## config.mk

```make
export PLATFORM = sky130hd
export DESIGN_NAME = pcwb_div_stage
export DESIGN_NICKNAME = d
export VERILOG_FILES = /design/src/rtl/core/pll_config_word_builder_macros.svh /design/src/rtl/core/pcwb_pkg.sv /design/src/rtl/core/pcwb_div_stage.sv
export SDC_FILE = /design/constraint.sdc
export NUM_CORES = 1
export LEC_CHECK = 0
export ABC_AREA = 1
export ABC_CLOCK_PERIOD_IN_PS = 8330
export BUFFER_PORTS_ARGS = -buffer_cell sky130_fd_sc_hd__buf_4
export CAP_MARGIN = 20
export CORE_MARGIN = 5
export CORE_UTILIZATION = 40
export DETAILED_ROUTE_END_ITERATION = 12
export GPL_ROUTABILITY_DRIVEN = 0
export PLACE_DENSITY = 0.63
export SLEW_MARGIN = 20
export SYNTH_ARGS = -nofsm -noshare
export SYNTH_HDL_FRONTEND = slang
export SYNTH_SLANG_ARGS = --single-unit
```

## constraint.sdc

```tcl
create_clock -name clk -period 8.33 [get_ports clk]
set_input_delay 1.2495 -clock clk [delete_from_list [all_inputs] [get_ports clk]]
set_output_delay 1.2495 -clock clk [all_outputs]
set_load 0.02 [all_outputs]
```

## src/rtl/core/pll_config_word_builder_macros.svh

```systemverilog
// Assertion macros for the PLL control word builder.
// Used by the top level; expects a clock named clk and a reset named rst.
`ifndef PLL_CONFIG_WORD_BUILDER_MACROS_SVH
`define PLL_CONFIG_WORD_BUILDER_MACROS_SVH

// same-cycle implication, disabled in reset
`define PCWB_ASSERT(label, prop, msg) \
  label: assert property (@(posedge clk) disable iff (rst) (prop)) else $error(msg);

// checked at every edge, reset included
`define PCWB_ASSERT_ALWAYS(label, prop, msg) \
  label: assert property (@(posedge clk) (prop)) else $error(msg);

`endif

```

## src/rtl/core/pcwb_pkg.sv

```systemverilog
// Types, constants and helper functions for the PLL control word builder.
// No dependencies; imported by every module of the block.
package pcwb_pkg;

  localparam int unsigned DIV_WIDTH           = 32;
  localparam int unsigned DIV_STEPS_PER_STAGE = 2;
  localparam int unsigned DIV_STAGES          = DIV_WIDTH / DIV_STEPS_PER_STAGE;

  localparam logic [31:0] PLL_MIN_HZ     = 32'd400000000;
  localparam logic [31:0] PLL_MAX_HZ     = 32'd1030000000;
  localparam logic [31:0] BAND1_FROM_HZ  = 32'd460000000;
  localparam logic [31:0] BAND2_FROM_HZ  = 32'd530000000;
  localparam logic [31:0] GAP_LO_FROM_HZ = 32'd615000000;
  localparam logic [31:0] GAP_LO_TO_HZ   = 32'd650000000;
  localparam logic [31:0] BAND4_FROM_HZ  = 32'd790000000;
  localparam logic [31:0] GAP_HI_FROM_HZ = 32'd875000000;
  localparam logic [31:0] GAP_HI_TO_HZ   = 32'd920000000;

  localparam logic [15:0] PUMP_MIN_UA    = 16'd237;
  localparam logic [15:0] PUMP_OFFSET_UA = 16'd212;
  localparam logic [15:0] PUMP_STEP_UA   = 16'd15;
  localparam int unsigned PUMP_CODE_MAX  = 7;

  localparam int unsigned RATIO_BITS = 7;   // ratio must be below 128

  localparam logic [2:0] ST_OK         = 3'd0;
  localparam logic [2:0] ST_NOT_MULT   = 3'd1;
  localparam logic [2:0] ST_ZERO_RATIO = 3'd2;
  localparam logic [2:0] ST_BIG_RATIO  = 3'd3;
  localparam logic [2:0] ST_OUT_RANGE  = 3'd4;
  localparam logic [2:0] ST_LOW_GAP    = 3'd5;
  localparam logic [2:0] ST_HIGH_GAP   = 3'd6;

  localparam logic [2:0] BAND_MAX = 3'd5;

  typedef struct packed {
    logic [31:0] pll_hz;
    logic [31:0] ref_hz;
    logic [15:0] pump_ua;
  } req_t;

  typedef struct packed {
    logic [31:0] control_word;
    logic [2:0]  status;
  } rsp_t;

  // word travelling down the divider
  typedef struct packed {
    logic [DIV_WIDTH-1:0] rem;
    logic [DIV_WIDTH-1:0] quo;      // dividend shifts out, quotient shifts in
    logic [DIV_WIDTH-1:0] divisor;
    logic                 ref_zero;
    logic [2:0]           pre_status;
    logic [2:0]           band;
    logic [2:0]           pump_code;
  } div_t;

  function automatic logic [2*DIV_WIDTH-1:0] div_step(
    input logic [DIV_WIDTH-1:0] rem,
    input logic [DIV_WIDTH-1:0] quo,
    input logic [DIV_WIDTH-1:0] divisor
  );
    logic [DIV_WIDTH:0]   trial;
    logic [DIV_WIDTH:0]   diff;
    logic [DIV_WIDTH-1:0] rem_n;
    logic [DIV_WIDTH-1:0] quo_n;
    trial = {rem, quo[DIV_WIDTH-1]};
    diff  = trial - {1'b0, divisor};
    if (trial >= {1'b0, divisor}) begin
      rem_n = diff[DIV_WIDTH-1:0];
      quo_n = {quo[DIV_WIDTH-2:0], 1'b1};
    end else begin
      rem_n = trial[DIV_WIDTH-1:0];
      quo_n = {quo[DIV_WIDTH-2:0], 1'b0};
    end
    return {rem_n, quo_n};
  endfunction

  // (pump - 212) / 15, zero below 237, saturated at 7: count thresholds passed
  function automatic logic [2:0] pump_code(input logic [15:0] pump);
    logic [2:0]  code;
    logic [16:0] thr;
    code = (pump >= PUMP_MIN_UA) ? 3'd1 : 3'd0;
    for (int k = 2; k <= PUMP_CODE_MAX; k++) begin
      thr = {1'b0, PUMP_OFFSET_UA} + 17'(PUMP_STEP_UA * 16'(k));
      if ({1'b0, pump} >= thr) begin
        code = code + 3'd1;
      end
    end
    return code;
  endfunction

  function automatic logic [2:0] vco_band(input logic [31:0] pll);
    logic [2:0] band;
    if (pll <= BAND1_FROM_HZ) begin
      band = 3'd0;
    end else if (pll < BAND2_FROM_HZ) begin
      band = 3'd1;
    end else if (pll < GAP_LO_FROM_HZ) begin
      band = 3'd2;
    end else if (pll < BAND4_FROM_HZ) begin
      band = 3'd3;
    end else if (pll < GAP_HI_FROM_HZ) begin
      band = 3'd4;
    end else begin
      band = BAND_MAX;
    end
    return band;
  endfunction

  // range and band-gap checks, in priority order
  function automatic logic [2:0] freq_status(input logic [31:0] pll);
    logic [2:0] st;
    if (pll < PLL_MIN_HZ || pll > PLL_MAX_HZ) begin
      st = ST_OUT_RANGE;
    end else if (pll >= GAP_LO_FROM_HZ && pll < GAP_LO_TO_HZ) begin
      st = ST_LOW_GAP;
    end else if (pll >= GAP_HI_FROM_HZ && pll < GAP_HI_TO_HZ) begin
      st = ST_HIGH_GAP;
    end else begin
      st = ST_OK;
    end
    return st;
  endfunction

endpackage

```

## src/rtl/core/pcwb_div_stage.sv

```systemverilog
// One divider stage: two restoring-division steps and the stage register.
// Depends on pcwb_pkg.
module pcwb_div_stage
  import pcwb_pkg::*;
(
  input  logic clk,
  input  logic rst,
  input  logic load,
  input  logic prev_valid,
  input  div_t prev,
  output logic valid,
  output div_t data
);

  div_t data_next;

  always_comb begin
    data_next = prev;
    for (int s = 0; s < DIV_STEPS_PER_STAGE; s++) begin
      {data_next.rem, data_next.quo} = div_step(data_next.rem, data_next.quo,
                                                data_next.divisor);
    end
  end

  always_ff @(posedge clk) begin
    if (rst) begin
      valid <= 1'b0;
    end else if (load) begin
      valid <= prev_valid;
    end
  end

  always_ff @(posedge clk) begin
    if (load) begin
      data <= data_next;
    end
  end

endmodule

```

# After elaboration in Yosys (flattened, before gate mapping)
# Cells that the tools add are included.
# word_totals
regBits	107
inputBits	110
out_inout_bits	107
wordCells	16
# classes
addsub	2
n_lt_le_gt_ge	2
mux	4
# ops
cell	count
$ge 33x32->1	2
$mux 32	2
$sub 32x32->32	2
$mux 1	2

# Depth between registers and ports, before layout
# Gate-level depths: netlist (run 1).
# depth
word_depth	4
ltp_mapped	31
depth_no_buf	29

# Worst setup path after synthesis (run 1)
# OpenSTA, ideal clock, no wires.
# synth_path
path_type	input -> register
startpoint	in prev[12] (netlist name)
endpoint	reg data[86] (netlist name) (data pin)
setup_ps	254
arrival_ps	4251
setup_slack_ps	3825
stages	27
n_path_buf	3
cell_sequence	inv_1 ha_1 buf_4 nand2_1 nand2_1 nand2_1 nand2_1 nand2_1 nand3_1 nand2_1 nand3_2 nand2_2 clkbuf_1 nand3_1 nand2_1 ha_1 nand2_1 nand2_1 a31oi_1 o21ai_0 a21oi_1 nand2_1 nand2_2 nand3_4 buf_4 nand2_1 nand2_1
# synth_rtl
element	line	rtl
start, declared	pcwb_div_stage.sv:10	input div_t prev,
end signal, assigned	pcwb_div_stage.sv:35	data <= data_next;
end, declared	pcwb_div_stage.sv:12	output div_t data

==> metrics.cfg, run 1 <==
[drt]
wl_um=28400
viasPerCell=5.21
wl_per_cell_um=16.8
drtIter0Drc=914
vias=8787
drtAntennaViolNets=0
drc=0
drtPass1Iterations=8

[global_routing]
grt_pass1_wl_um=44000
grt_pass1_vias=8383
use_met3_pct=3.52
grt_overflow_total=0
grtUsageMet1_pct=31.0
grt_max_degree=67
grt_busiest_layer=met2
use_met2_pct=36.0
antenna_found_initial=0
grt_use_total_pct=22.4

[final_layout]
nNetsFinal=1578
drive_gt1_share_pct=18.2
antenna_cells=0
syn2layout_area_growth_pct=25.1

[critical_path]
cp_max_fo=34
cp-start-kind=primary input
crit_start=prev[13]
worstSetupEndpointType=flop
required_ns=8.42
reg2regPathDepth=2
worstSetupPathType=in2reg
r2r_slack_ns=7.74
arrival_ns=6.18
r2r-start=valid

[sta]
slew-limit-headroom_pct=42.8
rsz0062_at_grt=no
post-route-period-util_pct=73.0
hold_viol_final=0
fin_ws_ns=2.25
clock.fmax_mhz=164
drv_slew=0
finalCriticalPeriod_ns=6.08
finalSetupTns_ns=0
setup_violations=0
final.setup_skew_ns=0
worst_pin_slew_ns=0.858

[hold_path]
min-delay-start=valid
hold_class=reg2reg
hold_depth=2

[cts]
numCtsBuffers=9
clock-sinks=107
cts_tree=yes
hold_buffers=0
cts-root-buf=clkbuf_16
cts_max_path_buffers=2
path_clk_slew_ns=0.07
htree_levels=3
cts-resized-gates=0
clkLatencyLatePin_ns=0.34
post_cts_buffers=0

[flow_run]
drv_cap=0

[logic_synthesis]
synth-edff-count=106
netlist_instances=1192
synth_nets=1368
synth-seq-cells=107
seq_area_frac_synth_pct=36.9
synthArstFlopShare_pct=0
synthesis.area_um2=8690
synth_cell_types=42
ys_warn_count=0
syn_area_per_cell_um2=7.29
ys.flop_type=edfxtp_1

[floorplan]
coreArea_um2=21600
start_util_pct=40.2
pin_count=217
die_width_um=157
chipHeight_um=157
row_count=54
die-area_um2=24800

[pwr]
vdd_drop_max_mv=0.123
p_leak_uw=0.00557
p_per_area_nw_per_um2=203

[place]
dpl_worst_slack_ns=2.04
dp_hpwl_um=23900
numPortBuffers=216

[outcome]
status=complete, no violations

## area by class of cell
| type | instances | area (um2) |
|---|---|---|
| Timing Repair Buffer | 218 | 1640 |
| Multi-Input combinational cell | 879 | 4670 |
| Sequential cell | 107 | 3200 |
| Clock inverter | 6 | 73.8 |
| Tap cell | 280 | 350 |
| Fill cell | 2224 | 10800 |
| Clock buffer | 10 | 229 |
| Inverter | 187 | 703 |
## critical path: stages
cell and delay (ns):
buf_4 0.11, inv_1 0.10, ha_1 0.30, nand2_1 0.14, inv_1 0.07, nand2_1 0.07, nand2_1 0.05, nand2_1 0.07
nand3_1 0.14, nand2_1 0.14, nand3_2 0.08, nand2_2 0.51, nand2_4 0.42, nand3_1 0.24, nand2_1 0.15, ha_1 0.39
nand2_1 0.10, nand2_1 0.08, a31oi_1 0.27, o21ai_0 0.14, a21oi_1 0.16, nand2_1 0.11, nand2_2 0.09, buf_4 0.34
nand3_4 0.38, nand2_1 0.17, nand2_1 0.07
## kinds of logic after synthesis
family,synth area share [%]
buffers and inverters,9.37
xor gates and xnor gates,4.03
muxes,0.115
and+or+nand+nor,32.9
DFF,36.9
AOI/OAI and AO/OA,7.07
adders and majority gates,9.68
## per-layer routing
metal | part of all wire, % | wire length (um) | vias up
met5 | 0 | 0 | -
met4 | 3.5 | 982 | 0
met3 | 8.9 | 2520 | 61
met2 | 44 | 12500 | 445
met1 | 44 | 12400 | 3979
li1 | - | - | 4302
## metrics by stage
| step | hold slack [ns] | power (uW) | util [%] | instances | instance area [um2] |
|---|---|---|---|---|---|
| 2_1_floorplan | 0.579 | 1410 | - | 1192 | 8690 |
| 3_3_place_gp | 0.479 | 1760 | 48.9 | 1671 | 10600 |
| 3_5_place_dp | 0.492 | 1770 | 48.9 | 1671 | 10600 |
| 4_1_cts | 0.510 | 2210 | 50.3 | 1687 | 10900 |
| 5_1_grt | 0.555 | 2360 | 50.3 | 1687 | 10900 |
| 6_report | 0.509 | 2210 | 50.3 | 1687 | 10900 |
## Yosys cell counts (2+ instances only)
cell type,n,area share [%]
buf_4,7,0.60
nand2_1,400,17
a21oi_1,56,3.2
nand3_2,2,0.23
xnor2_1,14,1.4
buf_2,5,0.29
and2_1,5,0.36
inv_2,3,0.13
nor2_2,4,0.29
buf_1,5,0.22
nand2_2,5,0.36
nand3b_1,12,1.0
xor2_1,26,2.6
ha_1,64,9.2
o21bai_1,8,0.69
nor4_1,2,0.14
nand4_1,33,2.4
inv_1,182,7.9
or2_2,3,0.22
a21boi_0,2,0.17
nor3_1,4,0.23
a31oi_1,5,0.36
nand3_4,2,0.40
a21o_1,8,0.69
o21ai_0,25,1.4
o211ai_1,4,0.35
nand3_1,100,5.8
nor2_1,86,3.7
edfxtp_1,106,37
fa_1,2,0.46
## sequential cells by signal (all words and copies together), names as in the netlist
register and flops:
data 106, valid 1
## worst paths after layout
path	end
min reg2reg	valid
max reg2reg	valid
max	data[95]
min	valid
## where the power goes
part           switching (uW)  internal [uW]
clock                     198            238
combinational             669            377
sequential               21.4            703
## cell usage in the layout (no fill, tap or decap), drive strengths merged, types with 5 or more instances in the layout
cell    instances
nor2           91
clkbuf         10
nand3         104
nand2         406
inv           187
nand4          33
o21bai          8
o21ai          26
ha             64
buf           218
and2            5
a21oi          56
nand3b         12
xor2           26
nor3            5
a31oi           5
a21o            8
edfxtp        106
xnor2          14
(Power assumes the default switching activity.)
==> run 2: changes to the inputs <==
--- a/config.mk
+++ b/config.mk
@@ -6,14 +6,14 @@
 export NUM_CORES = 1
 export LEC_CHECK = 0
 export ABC_AREA = 1
-export ABC_CLOCK_PERIOD_IN_PS = 8330
+export ABC_CLOCK_PERIOD_IN_PS = 4900
 export BUFFER_PORTS_ARGS = -buffer_cell sky130_fd_sc_hd__buf_4
 export CAP_MARGIN = 20
 export CORE_MARGIN = 5
 export CORE_UTILIZATION = 40
 export DETAILED_ROUTE_END_ITERATION = 12
 export GPL_ROUTABILITY_DRIVEN = 0
-export PLACE_DENSITY = 0.63
+export PLACE_DENSITY = 0.65
 export SLEW_MARGIN = 20
 export SYNTH_ARGS = -nofsm -noshare
 export SYNTH_HDL_FRONTEND = slang
==> constraint.sdc (replaced) <==
create_clock -name clk -period 4.9 [get_ports clk]
set_input_delay 0.735 -clock clk [delete_from_list [all_inputs] [get_ports clk]]
set_output_delay 0.735 -clock clk [all_outputs]
set_load 0.02 [all_outputs]
==> metrics.cfg, run 2 (same netlist as run 1, synthesis figures left out) <==
[outcome]
status=complete, no violations

[drt]
wl_per_cell_um=16.5
viasPerCell=5.10
drtIter0Drc=772
drtPass1Iterations=8
drtAntennaViolNets=0
vias=8813
wl_um=28500
drc=0

[final_layout]
fill_cells=2140
nNetsFinal=1618
multiInputGateArea_um2=4670
largest_reg_flops=106
layout_commonest_cell=nand2_1
register_area_um2=3200
syn2layout_area_growth_pct=28.9
layout_common_cells=nand2_1, buf_4, inv_1
antenna_cells=0
reg.largest.list=data: 106 flops, valid: 1 flops
drive_gt1_share_pct=20.5
top_register=data

[hold_path]
hold_depth=2
hold-path-endpoint=valid
min-delay-start=valid
hold_class=reg2reg

[critical_path]
arrival_ns=4.61
required_ns=4.99
cp-start-kind=primary input
crit_top_cell=nand2_1
r2r-start=valid
cp_max_fo=14
worstSetupEndpointType=flop
cp_slowest_stage_delay_ns=0.44
crit_slowest_cell=ha_1
reg2reg_to=valid
worstSetupPathType=in2reg
reg2regPathDepth=2
r2r_slack_ns=4.31

[sta]
finalSetupTns_ns=0
worst_pin_slew_ns=0.818
setup_violations=0
final.setup_skew_ns=0
rsz0062_at_grt=no
post-route-period-util_pct=92.1
clock.fmax_mhz=222
slew-limit-headroom_pct=45.4
finalCriticalPeriod_ns=4.51
drv_slew=0
hold_slack_ns=0.512
hold_viol_final=0

[cts]
clock-sinks=107
clkLatencyLatePin_ns=0.34
cts-resized-gates=0
htree_levels=3
post_cts_buffers=0
hold_buffers=0
cts-root-buf=clkbuf_16
path_clk_slew_ns=0.07
cts_tree=yes
cts_max_path_buffers=2
numCtsBuffers=9

[global_routing]
grt_busiest_layer=met2
grt_use_total_pct=22.1
grt_overflow_total=0
grt_pass1_wl_um=42900
grt_pass1_vias=8310
use_met3_pct=2.50
antenna_found_initial=0
grt_max_degree=67
grtUsageMet1_pct=30.3
use_met2_pct=36.5

[pwr]
p_per_area_nw_per_um2=341
finalPower_uw=3820
p_int_uw=2290
power_frac_seq_pct=32.3
p_clk_share_pct=18.1
p_leak_uw=0.00578
vdd_drop_max_mv=0.197
pwr-share-comb_pct=49.6
power.switching_uw=1530
swShare_pct=40.0

[floorplan]
die-area_um2=24800
start_util_pct=40.2
row_count=54
coreArea_um2=21600
pin_count=217
die_width_um=157
chipHeight_um=157

[flow_run]
drv_cap=0

[place]
numPortBuffers=216
dp_hpwl_um=24300

[run 2: cell types whose count changed in the layout (fill, tap and decap cells not counted)]
| cell | previous run | this run |
|---|---|---|
| buf_4 | 218 | 254 |
| buf_12 | 0 | 4 |
| bufinv_16 | 1 | 0 |
| clkbuf_8 | 0 | 1 |
| clkinv_2 | 2 | 1 |
| clkinvlp_4 | 1 | 2 |
[run 2: stage by stage]
stage | util, % | instance area [um2] | setup WS [ns] | instances
floorplan | - | 8690 | 0.909 | 1192
global placement | 50.5 | 10900 | 0.166 | 1711
detailed placement | 50.5 | 10900 | 0.170 | 1711
CTS | 51.8 | 11200 | 0.531 | 1727
global route | 51.8 | 11200 | 0.0864 | 1727
finish | 51.8 | 11200 | 0.386 | 1727
[run 2: layout make-up]
| cell class | instances | share of cell area, % |
|---|---|---|
| Inverter | 187 | 6.28 |
| Sequential cell | 107 | 28.6 |
| Clock buffer | 11 | 2.17 |
| Timing Repair Buffer | 258 | 17.7 |
| Clock inverter | 5 | 0.413 |
| Tap cell | 280 | 3.13 |
| Multi-Input combinational cell | 879 | 41.7 |
[run 2: critical path, delay by kind of cell]
kind	cells	cell delay, ns
adders and majority gates	2	0.76
buffers and inverters	7	0.88
and+or+nand+nor	17	2.11
AOI/OAI and AO/OA	1	0.12
[run 2: metal layers]
layer	share of wire (%)	vias up
met5	0	-
met4	2.7	0
met3	8.2	48
met2	46	399
met1	43	3969
li1	-	4397
[run 2: how the worst max path moves through the flow]
| stage | start | end | slack [ns] | depth (start not counted) |
|---|---|---|---|---|
| 2_1_floorplan | prev[12] | data[86] | 0.91 | 27 |
| 3_3_place_gp | prev[12] | data[86] | 0.17 | 27 |
| 3_5_place_dp | prev[17] | data[86] | 0.17 | 27 |
| 4_1_cts | prev[17] | data[86] | 0.53 | 27 |
| 5_1_grt | prev[28] | data[81] | 0.09 | 25 |
| 6_report | prev[26] | data[86] | 0.39 | 27 |
[run 2: power groups by stage]
stage	logic (uW)	clock network (uW)	registers (uW)
2_1_floorplan	964	0	1440
3_3_place_gp	1850	0	1250
3_5_place_dp	1860	0	1260
4_1_cts	1870	719	1240
5_1_grt	2070	759	1250
6_report	1890	692	1230
